[src/rtl/core/binary_min_heap_queue_unit_defines.svh]
`ifndef BINARY_MIN_HEAP_QUEUE_UNIT_DEFINES_SVH
`define BINARY_MIN_HEAP_QUEUE_UNIT_DEFINES_SVH

// checked on every rising clock edge out of reset
`define BHQ_ASSERT(label, prop, msg) \
    label: assert property (@(posedge i_clk) disable iff (!i_rst_n) prop) else $error(msg);

// checked on every rising clock edge, reset included
`define BHQ_ASSERT_ALWAYS(label, prop, msg) \
    label: assert property (@(posedge i_clk) prop) else $error(msg);

`endif

[src/rtl/core/bhq_pkg.sv]
`default_nettype none

package bhq_pkg;

    localparam int VALUE_W = 32;
    localparam int COUNT_W = 6;

    localparam logic CMD_INSERT = 1'b0;
    localparam logic CMD_DELETE = 1'b1;

    typedef enum logic [1:0] {
        STATUS_OK    = 2'd0,
        STATUS_FULL  = 2'd1,
        STATUS_EMPTY = 2'd2
    } t_status;

    typedef struct packed {
        logic                       command;
        logic signed [VALUE_W-1:0]  value;
    } t_in_item;

    typedef struct packed {
        logic signed [VALUE_W-1:0]  min_value;
        t_status                    status;
        logic [COUNT_W-1:0]         count;
    } t_out_item;

    // operation broadcast to every cell of the row
    typedef struct packed {
        logic ins;
        logic del;
    } t_cell_cmd;

endpackage

`default_nettype wire

[src/rtl/core/binary_min_heap_queue_unit.sv]
`default_nettype none
// Priority queue holding up to CAPACITY signed keys, smallest key out first.
// Input channel (i_in_valid / o_in_ready / i_in_item): command insert puts
// value into the queue, command delete removes and returns the smallest key.
// Output channel (o_out_valid / i_out_ready / o_out_item): exactly one result
// per input transaction, in order: min_value (removed key, else zero), status
// (ok, full with the insert dropped, or empty) and the key count afterwards.
// Keys live in a row of CAPACITY cells kept sorted, smallest in cell 0; every
// cell compares against the incoming key and shifts toward its neighbor in
// the same cycle, so the whole row is updated together.
// The result appears in the output register in the cycle after the input
// transaction. Throughput: one transaction per cycle while the receiver
// keeps the output register drained.
// A stalled receiver holds the output register; a new input transaction is
// taken only in a cycle where the output register is empty or being drained.
// Reset empties the queue (all cells invalid, count zero) and clears the
// output valid; it is usable in the first cycle after reset.
`include "binary_min_heap_queue_unit_defines.svh"

module binary_min_heap_queue_unit
    import bhq_pkg::*;
#(
    parameter int CAPACITY  = 32,
    parameter int KEY_WIDTH = 32
) (
    input  wire        i_clk,
    input  wire        i_rst_n,
    input  wire        i_in_valid,
    output logic       o_in_ready,
    input  t_in_item   i_in_item,
    output logic       o_out_valid,
    input  wire        i_out_ready,
    output t_out_item  o_out_item
);

    localparam int CNT_W = $clog2(CAPACITY + 1);

    logic [CNT_W-1:0] r_count;
    logic [CNT_W-1:0] n_count;
    logic             r_out_valid;
    t_out_item        r_out_item;
    t_out_item        n_out_item;

    logic             w_in_fire;
    logic             w_full;
    logic             w_empty;
    t_cell_cmd        w_cmd;

    logic signed [63:0]          w_value_wide;
    logic signed [63:0]          w_min_wide;
    logic signed [KEY_WIDTH-1:0] w_new_key;

    logic signed [KEY_WIDTH-1:0] w_key [CAPACITY];
    logic [CAPACITY-1:0]         w_valid;
    logic [CAPACITY-1:0]         w_lt;

    assign o_in_ready  = !r_out_valid || i_out_ready;
    assign w_in_fire   = i_in_valid && o_in_ready;
    assign o_out_valid = r_out_valid;
    assign o_out_item  = r_out_item;

    assign w_full  = (r_count == CNT_W'(CAPACITY));
    assign w_empty = (r_count == '0);

    assign w_cmd.ins = w_in_fire && (i_in_item.command == CMD_INSERT) && !w_full;
    assign w_cmd.del = w_in_fire && (i_in_item.command == CMD_DELETE) && !w_empty;

    // key arrives as 32 bits, sign extended or truncated to the key width
    assign w_value_wide = 64'(i_in_item.value);
    assign w_new_key    = w_value_wide[KEY_WIDTH-1:0];
    assign w_min_wide   = 64'(w_key[0]);

    generate
        for (genvar g = 0; g < CAPACITY; g++) begin : g_cell
            logic signed [KEY_WIDTH-1:0] w_prev_key;
            logic                        w_prev_valid;
            logic                        w_prev_lt;
            logic signed [KEY_WIDTH-1:0] w_next_key;
            logic                        w_next_valid;

            if (g == 0) begin : g_head
                assign w_prev_key   = w_new_key;
                assign w_prev_valid = 1'b1;
                assign w_prev_lt    = 1'b0;
            end else begin : g_body
                assign w_prev_key   = w_key[g-1];
                assign w_prev_valid = w_valid[g-1];
                assign w_prev_lt    = w_lt[g-1];
            end

            if (g == CAPACITY - 1) begin : g_tail
                assign w_next_key   = w_new_key;
                assign w_next_valid = 1'b0;
            end else begin : g_link
                assign w_next_key   = w_key[g+1];
                assign w_next_valid = w_valid[g+1];
            end

            bhq_cell #(
                .KEY_WIDTH (KEY_WIDTH)
            ) u_cell (
                .i_clk        (i_clk),
                .i_rst_n      (i_rst_n),
                .i_cmd        (w_cmd),
                .i_new_key    (w_new_key),
                .i_prev_key   (w_prev_key),
                .i_prev_valid (w_prev_valid),
                .i_prev_lt    (w_prev_lt),
                .i_next_key   (w_next_key),
                .i_next_valid (w_next_valid),
                .o_key        (w_key[g]),
                .o_valid      (w_valid[g]),
                .o_lt         (w_lt[g])
            );
        end
    endgenerate

    always_comb begin
        n_count              = r_count;
        n_out_item.min_value = '0;
        n_out_item.status    = STATUS_OK;
        case (i_in_item.command)
            CMD_INSERT: begin
                if (w_full) begin
                    n_out_item.status = STATUS_FULL;
                end else begin
                    n_count = r_count + CNT_W'(1);
                end
            end
            CMD_DELETE: begin
                if (w_empty) begin
                    n_out_item.status = STATUS_EMPTY;
                end else begin
                    n_count              = r_count - CNT_W'(1);
                    n_out_item.min_value = w_min_wide[VALUE_W-1:0];
                end
            end
            default: begin
                n_count = r_count;
            end
        endcase
        n_out_item.count = COUNT_W'(n_count);
    end

    always_ff @(posedge i_clk) begin
        if (!i_rst_n) begin
            r_count     <= '0;
            r_out_valid <= 1'b0;
        end else begin
            if (w_in_fire) begin
                r_count     <= n_count;
                r_out_valid <= 1'b1;
            end else if (i_out_ready) begin
                r_out_valid <= 1'b0;
            end
        end
    end

    always_ff @(posedge i_clk) begin
        if (w_in_fire) begin
            r_out_item <= n_out_item;
        end
    end

    `BHQ_ASSERT(a_count_in_range, r_count <= CNT_W'(CAPACITY), "count above capacity")
    `BHQ_ASSERT(a_cells_match_count, $countones(w_valid) == int'(r_count), "valid vs count")
    `BHQ_ASSERT(a_head_is_min, w_valid[1] |-> (w_key[0] <= w_key[1]), "row out of order")
    `BHQ_ASSERT(a_result_follows, w_in_fire |=> o_out_valid, "no result after transaction")
    `BHQ_ASSERT_ALWAYS(a_reset_empties, !i_rst_n |=> w_empty && !o_out_valid, "reset not applied")

endmodule

`default_nettype wire

[src/rtl/core/bhq_cell.sv]
`default_nettype none

module bhq_cell
    import bhq_pkg::*;
#(
    parameter int KEY_WIDTH = 32
) (
    input  wire                         i_clk,
    input  wire                         i_rst_n,
    input  t_cell_cmd                   i_cmd,
    input  wire logic signed [KEY_WIDTH-1:0] i_new_key,
    input  wire logic signed [KEY_WIDTH-1:0] i_prev_key,
    input  wire                         i_prev_valid,
    input  wire                         i_prev_lt,
    input  wire logic signed [KEY_WIDTH-1:0] i_next_key,
    input  wire                         i_next_valid,
    output logic signed [KEY_WIDTH-1:0] o_key,
    output logic                        o_valid,
    output logic                        o_lt
);

    logic signed [KEY_WIDTH-1:0] r_key;
    logic                        r_valid;
    logic signed [KEY_WIDTH-1:0] n_key;
    logic                        n_valid;

    // new key belongs at or before this slot
    assign o_lt    = !r_valid || (i_new_key < r_key);
    assign o_key   = r_key;
    assign o_valid = r_valid;

    always_comb begin
        n_key   = r_key;
        n_valid = r_valid;
        if (i_cmd.ins) begin
            n_valid = r_valid || i_prev_valid;
            if (o_lt) begin
                // upstream slot is shifting down into us, else the new key lands here
                n_key = i_prev_lt ? i_prev_key : i_new_key;
            end
        end else if (i_cmd.del) begin
            n_key   = i_next_key;
            n_valid = i_next_valid;
        end
    end

    always_ff @(posedge i_clk) begin
        if (!i_rst_n) begin
            r_valid <= 1'b0;
        end else begin
            r_valid <= n_valid;
        end
    end

    always_ff @(posedge i_clk) begin
        r_key <= n_key;
    end

endmodule

`default_nettype wire
[config.mk]
export PLATFORM = sky130hd
export DESIGN_NAME = binary_min_heap_queue_unit
export DESIGN_NICKNAME = d
export VERILOG_FILES = /design/src/rtl/core/bhq_pkg.sv /design/src/rtl/core/binary_min_heap_queue_unit.sv /design/src/rtl/core/bhq_cell.sv
export VERILOG_INCLUDE_DIRS = /design/src /design/src/rtl/core
export SDC_FILE = /design/constraint.sdc
export NUM_CORES = 2
export LEC_CHECK = 0
export BUFFER_PORTS_ARGS = -buffer_cell sky130_fd_sc_hd__clkbuf_2
export CAP_MARGIN = 30
export CELL_PAD_IN_SITES_DETAIL_PLACEMENT = 1
export CELL_PAD_IN_SITES_GLOBAL_PLACEMENT = 1
export CORE_MARGIN = 5
export CORE_UTILIZATION = 30
export CTS_CLUSTER_DIAMETER = 30
export DETAILED_ROUTE_END_ITERATION = 16
export PLACE_DENSITY = 0.56
export SLEW_MARGIN = 20
export SYNTH_ARGS = -nofsm -noshare
export SYNTH_HDL_FRONTEND = slang
export SYNTH_HIERARCHICAL = 1
export SYNTH_SLANG_ARGS = --single-unit
[constraint.sdc]
create_clock -name i_clk -period 6.2 [get_ports i_clk]
set_input_delay 0.93 -clock i_clk [delete_from_list [all_inputs] [get_ports i_clk]]
set_output_delay 0.93 -clock i_clk [all_outputs]
set_load 0.02 [all_outputs]
After elaboration in Yosys (flattened, before gate mapping)
Cells that the tools add are included.

Flip-flop bits (word level): 1103. Input bits: 37. Output and inout bits: 42. Word-level logic and storage cells: 476.

Add/sub/neg operators: 2. Magnitude comparators: 32. Eq/ne operators: 33. Muxes and demuxes: 199. Bitwise logic cells: 1. Reductions and logical operators: 140.

Operators by type and width (count): 32-bit two-way mux (127); 32-bit < comparator (32); 1-bit two-way mux (67); 1-bit logical OR (64); 2-bit by 1-bit != test with 1-bit output, second input constant (32); 2-bit AND reduction (32); 1-bit zero test (35); 6-bit two-way mux (2); 6-bit case mux with 2 select lines (1); 6-bit by 1-bit adder with 6-bit output, second input constant (1); 6-bit equality test, second input constant (1); 6-bit zero test (1); 6-bit by 1-bit subtractor with 6-bit output, second input constant (1); 1-bit logical AND (5); 2-bit case mux with 2 select lines (1); 2-bit nonzero test (2); 2-bit two-way mux (1); 2-bit OR reduction (1); 1-bit NOT (1).

Depth between registers and ports, before layout
Depth after elaboration: 7. Mapped depth: 12. Mapped depth without buffers: 10.

Cells and area by module
The synthesis kept the hierarchy.

By module, submodules not included: bhq_cell (instances 32, cells an instance 265, area an instance 2491.1 um2, sequential area each 980.9 um2); binary_min_heap_queue_unit (instances 1, cells an instance 161, area an instance 2050.7 um2, sequential area each 1341.3 um2).

Worst setup path after synthesis
OpenSTA, ideal clock, no wires.

Path type: input -> register. Start point: input port i_out_ready. End point: register g_cell[0].u_cell.r_key[0], enable pin. Library setup time: 387 ps. Arrival time: 4497 ps. Data required time: 5813 ps. Path slack: 1316 ps. Cell stages on the path: 8. Path buffers: 0. Cell sequence: nor2b_1 inv_1 nand2_1 inv_1 and2_1 nor2_1 a21oi_1 o211a_1.

RTL lines: start: declaration (RTL line binary_min_heap_queue_unit.sv:32) `input wire i_out_ready,`; end signal: assignment (RTL line bhq_cell.sv:56) `r_key <= n_key;`; end: declaration (RTL line bhq_cell.sv:22) `logic signed [KEY_WIDTH-1:0] r_key;`.

==> run summary <==
Commonest non-fill, non-tap cell in the layout = a21oi_1
Hold depth = 3
Worst hold path type = in2reg
DR vias/cell = 5.21
Power Dens Cells = 367 nW/um2
Drt total wl = 269,000 um
Crit share post-route = 0.703
CTS Buf Count = 350
Grt total ovfl = 0
Crit Path Category = reg2reg
Hold buffers post-CTS = 0
Fin. Hold Viols = 0
Worst setup SP type = flop
Pin count of the biggest net entering global routing = 173
Final min period = 4.36 ns
TNS Setup = 0 ns
DP HPWL = 194,000 um
Die ar. = 283,000 um2
Slowest CP cell = nor4b_2
Reg2Reg Launch Point = r_count[0]
Fin nets = 9,906
Crit Reg-Reg Endpoint = g_cell[29].u_cell/o_key[14]
Fill cells = 30,700
VDD IR-drop max = 223 uV
Mapped Cells = 8,637
Final Skew = 0.0581 ns
Slew @ Worst Pin = 0.950 ns
Share of layout cells above drive strength 1 = 0.0967
Die X = 532 um
Reg2reg path depth = 11
Die height = 532 um
Vias in the first global route = 72,200
Final slew viol count = 0
Maxcap violations = 0
Tot GR Track Use = 0.183
Commonest cells after routing, fill and taps aside = a21oi_1, nor2_1, edfxtp_1
Hold path endpoint = o_out_valid
Relative slew slack = 0.367
Slowest cell delay on critical path = 0.52 ns
Status = complete, no violations
Starting Density = 0.302
H-tree depth = 5
Synthesized area = 81,700 um2
P&R area growth vs syn = 20.8%
Critical path required time = 6.67 ns
Skew-Pair Late Insertion Delay = 0.86 ns
Crit-path max FO = 154
IO Pins = 79
Syn_area_per_cell = 9.46 um2
Via count = 66,300
Cell mode on critical path = buf_4
Initial antenna violation count = 8
I/O Buffers = 78
RSZ-0062 raised after global routing = false
FF-to-FF setup slack = 1.84 ns
Max Root-Sink Buffers = 4
Global-route wire length before repair = 418,000 um
CP Capture Type = flop
Final setup viols = 0
Hold Startpoint = i_in_valid
Setup Buffers After CTS = 0
CTS Sinks = 1,103
Clock root cell = clkbuf_16
Max frequency = 0.229 GHz
Core area = 271,000 um2
Fin cells = 12,700
Clk slew on worst S/H paths = 0.04 ns
Routed Antenna Nets = 0
Cell row count = 191
PostCTS Resize Cnt = 0
Final core area utilization = 0.364
Avg WL per Cell = 21.1 um
Initial drt markers = 3,108
Leakage = 48.4 nW
CTS tree = done
CP cell instances = inv_1 > ha_1 > nor4b_2 > nand2_1 > nor3b_2 > buf_4 > buf_12 > and3_1 > a21oi_1 > o211a_1 > buf_4
Cell total after placement = 12,100
Yosys warns = 6
GP Congestion = 0.782
Worst Path Arrival = 4.83 ns
Drt first pass iters = 5
# DRC = 0
-- routing by layer --
metal	up-vias	GRT usage	wire, um
met5	-	0	0
li1	31700	-	-
met1	33100	0.232	121000
met4	0	0.0474	6000
met2	983	0.328	133000
met3	451	0.0228	8140
-- power breakdown --
part | total [mW] | switching, mW | internal, mW
clock network | 17.9 | 5.21 | 12.6
logic | 7.48 | 4.64 | 2.84
registers | 10.9 | 1.10 | 9.79
-- sequential cells by signal (all words and copies together), names as in the netlist --
signal / cells
o_out_valid: 1
g_cell.u_cell/o_key: 1024
o_out_item: 40
g_cell.u_cell/o_valid: 32
r_count: 6
-- how the worst max path moves through the flow --
stage / startpoint / end / slack [ns] / depth (start not counted)
after floorplan: i_out_ready / g_cell[0].u_cell/o_key[0] / 1.32 / 8
after global placement: i_in_item[2] / g_cell[13].u_cell/o_key[17] / 1.22 / 11
after detailed placement: i_in_item[6] / g_cell[5].u_cell/o_key[31] / 1.20 / 11
after CTS: r_count[0] / g_cell[12].u_cell/o_key[30] / 1.85 / 11
after global routing: r_count[0] / g_cell[28].u_cell/o_key[15] / 1.60 / 12
final: r_count[0] / g_cell[29].u_cell/o_key[14] / 1.84 / 11
-- area by class of cell --
cell class              instances  area [um2]  share of cell area
inverters                    1064        3990              0.0405
multi-input cells            6080       43400               0.440
clock inverters               224        2610              0.0264
flip-flops and latches       1103       32700               0.332
repair buffers                276        2330              0.0236
well taps                    3570        4470              0.0452
diodes                          2        5.00           0.0000507
clock buffers                 409        9150              0.0927
-- stage by stage --
stage	worst slack, ns	hold slack (ns)	cell area, um2	power, mW
floorplan	1.32	0.524	81700	15.7
global placement	1.22	0.559	86900	18.1
global route	1.60	0.344	98700	38.1
finish	1.84	0.394	98700	36.2
detailed placement	1.20	0.566	87000	18.5
CTS	1.85	0.311	98700	36.7
-- critical path, delay by kind of cell (launching register included) --
family	cells	cell delay, ns
AO/OA/AOI/OAI	2	0.63
flip-flops	1	0.39
AND/OR/NAND/NOR	4	1.24
buffers and inverters	4	1.20
adder cells (fa/ha/maj)	1	0.30
No activity file was read; power rests on OpenSTA's default activity.
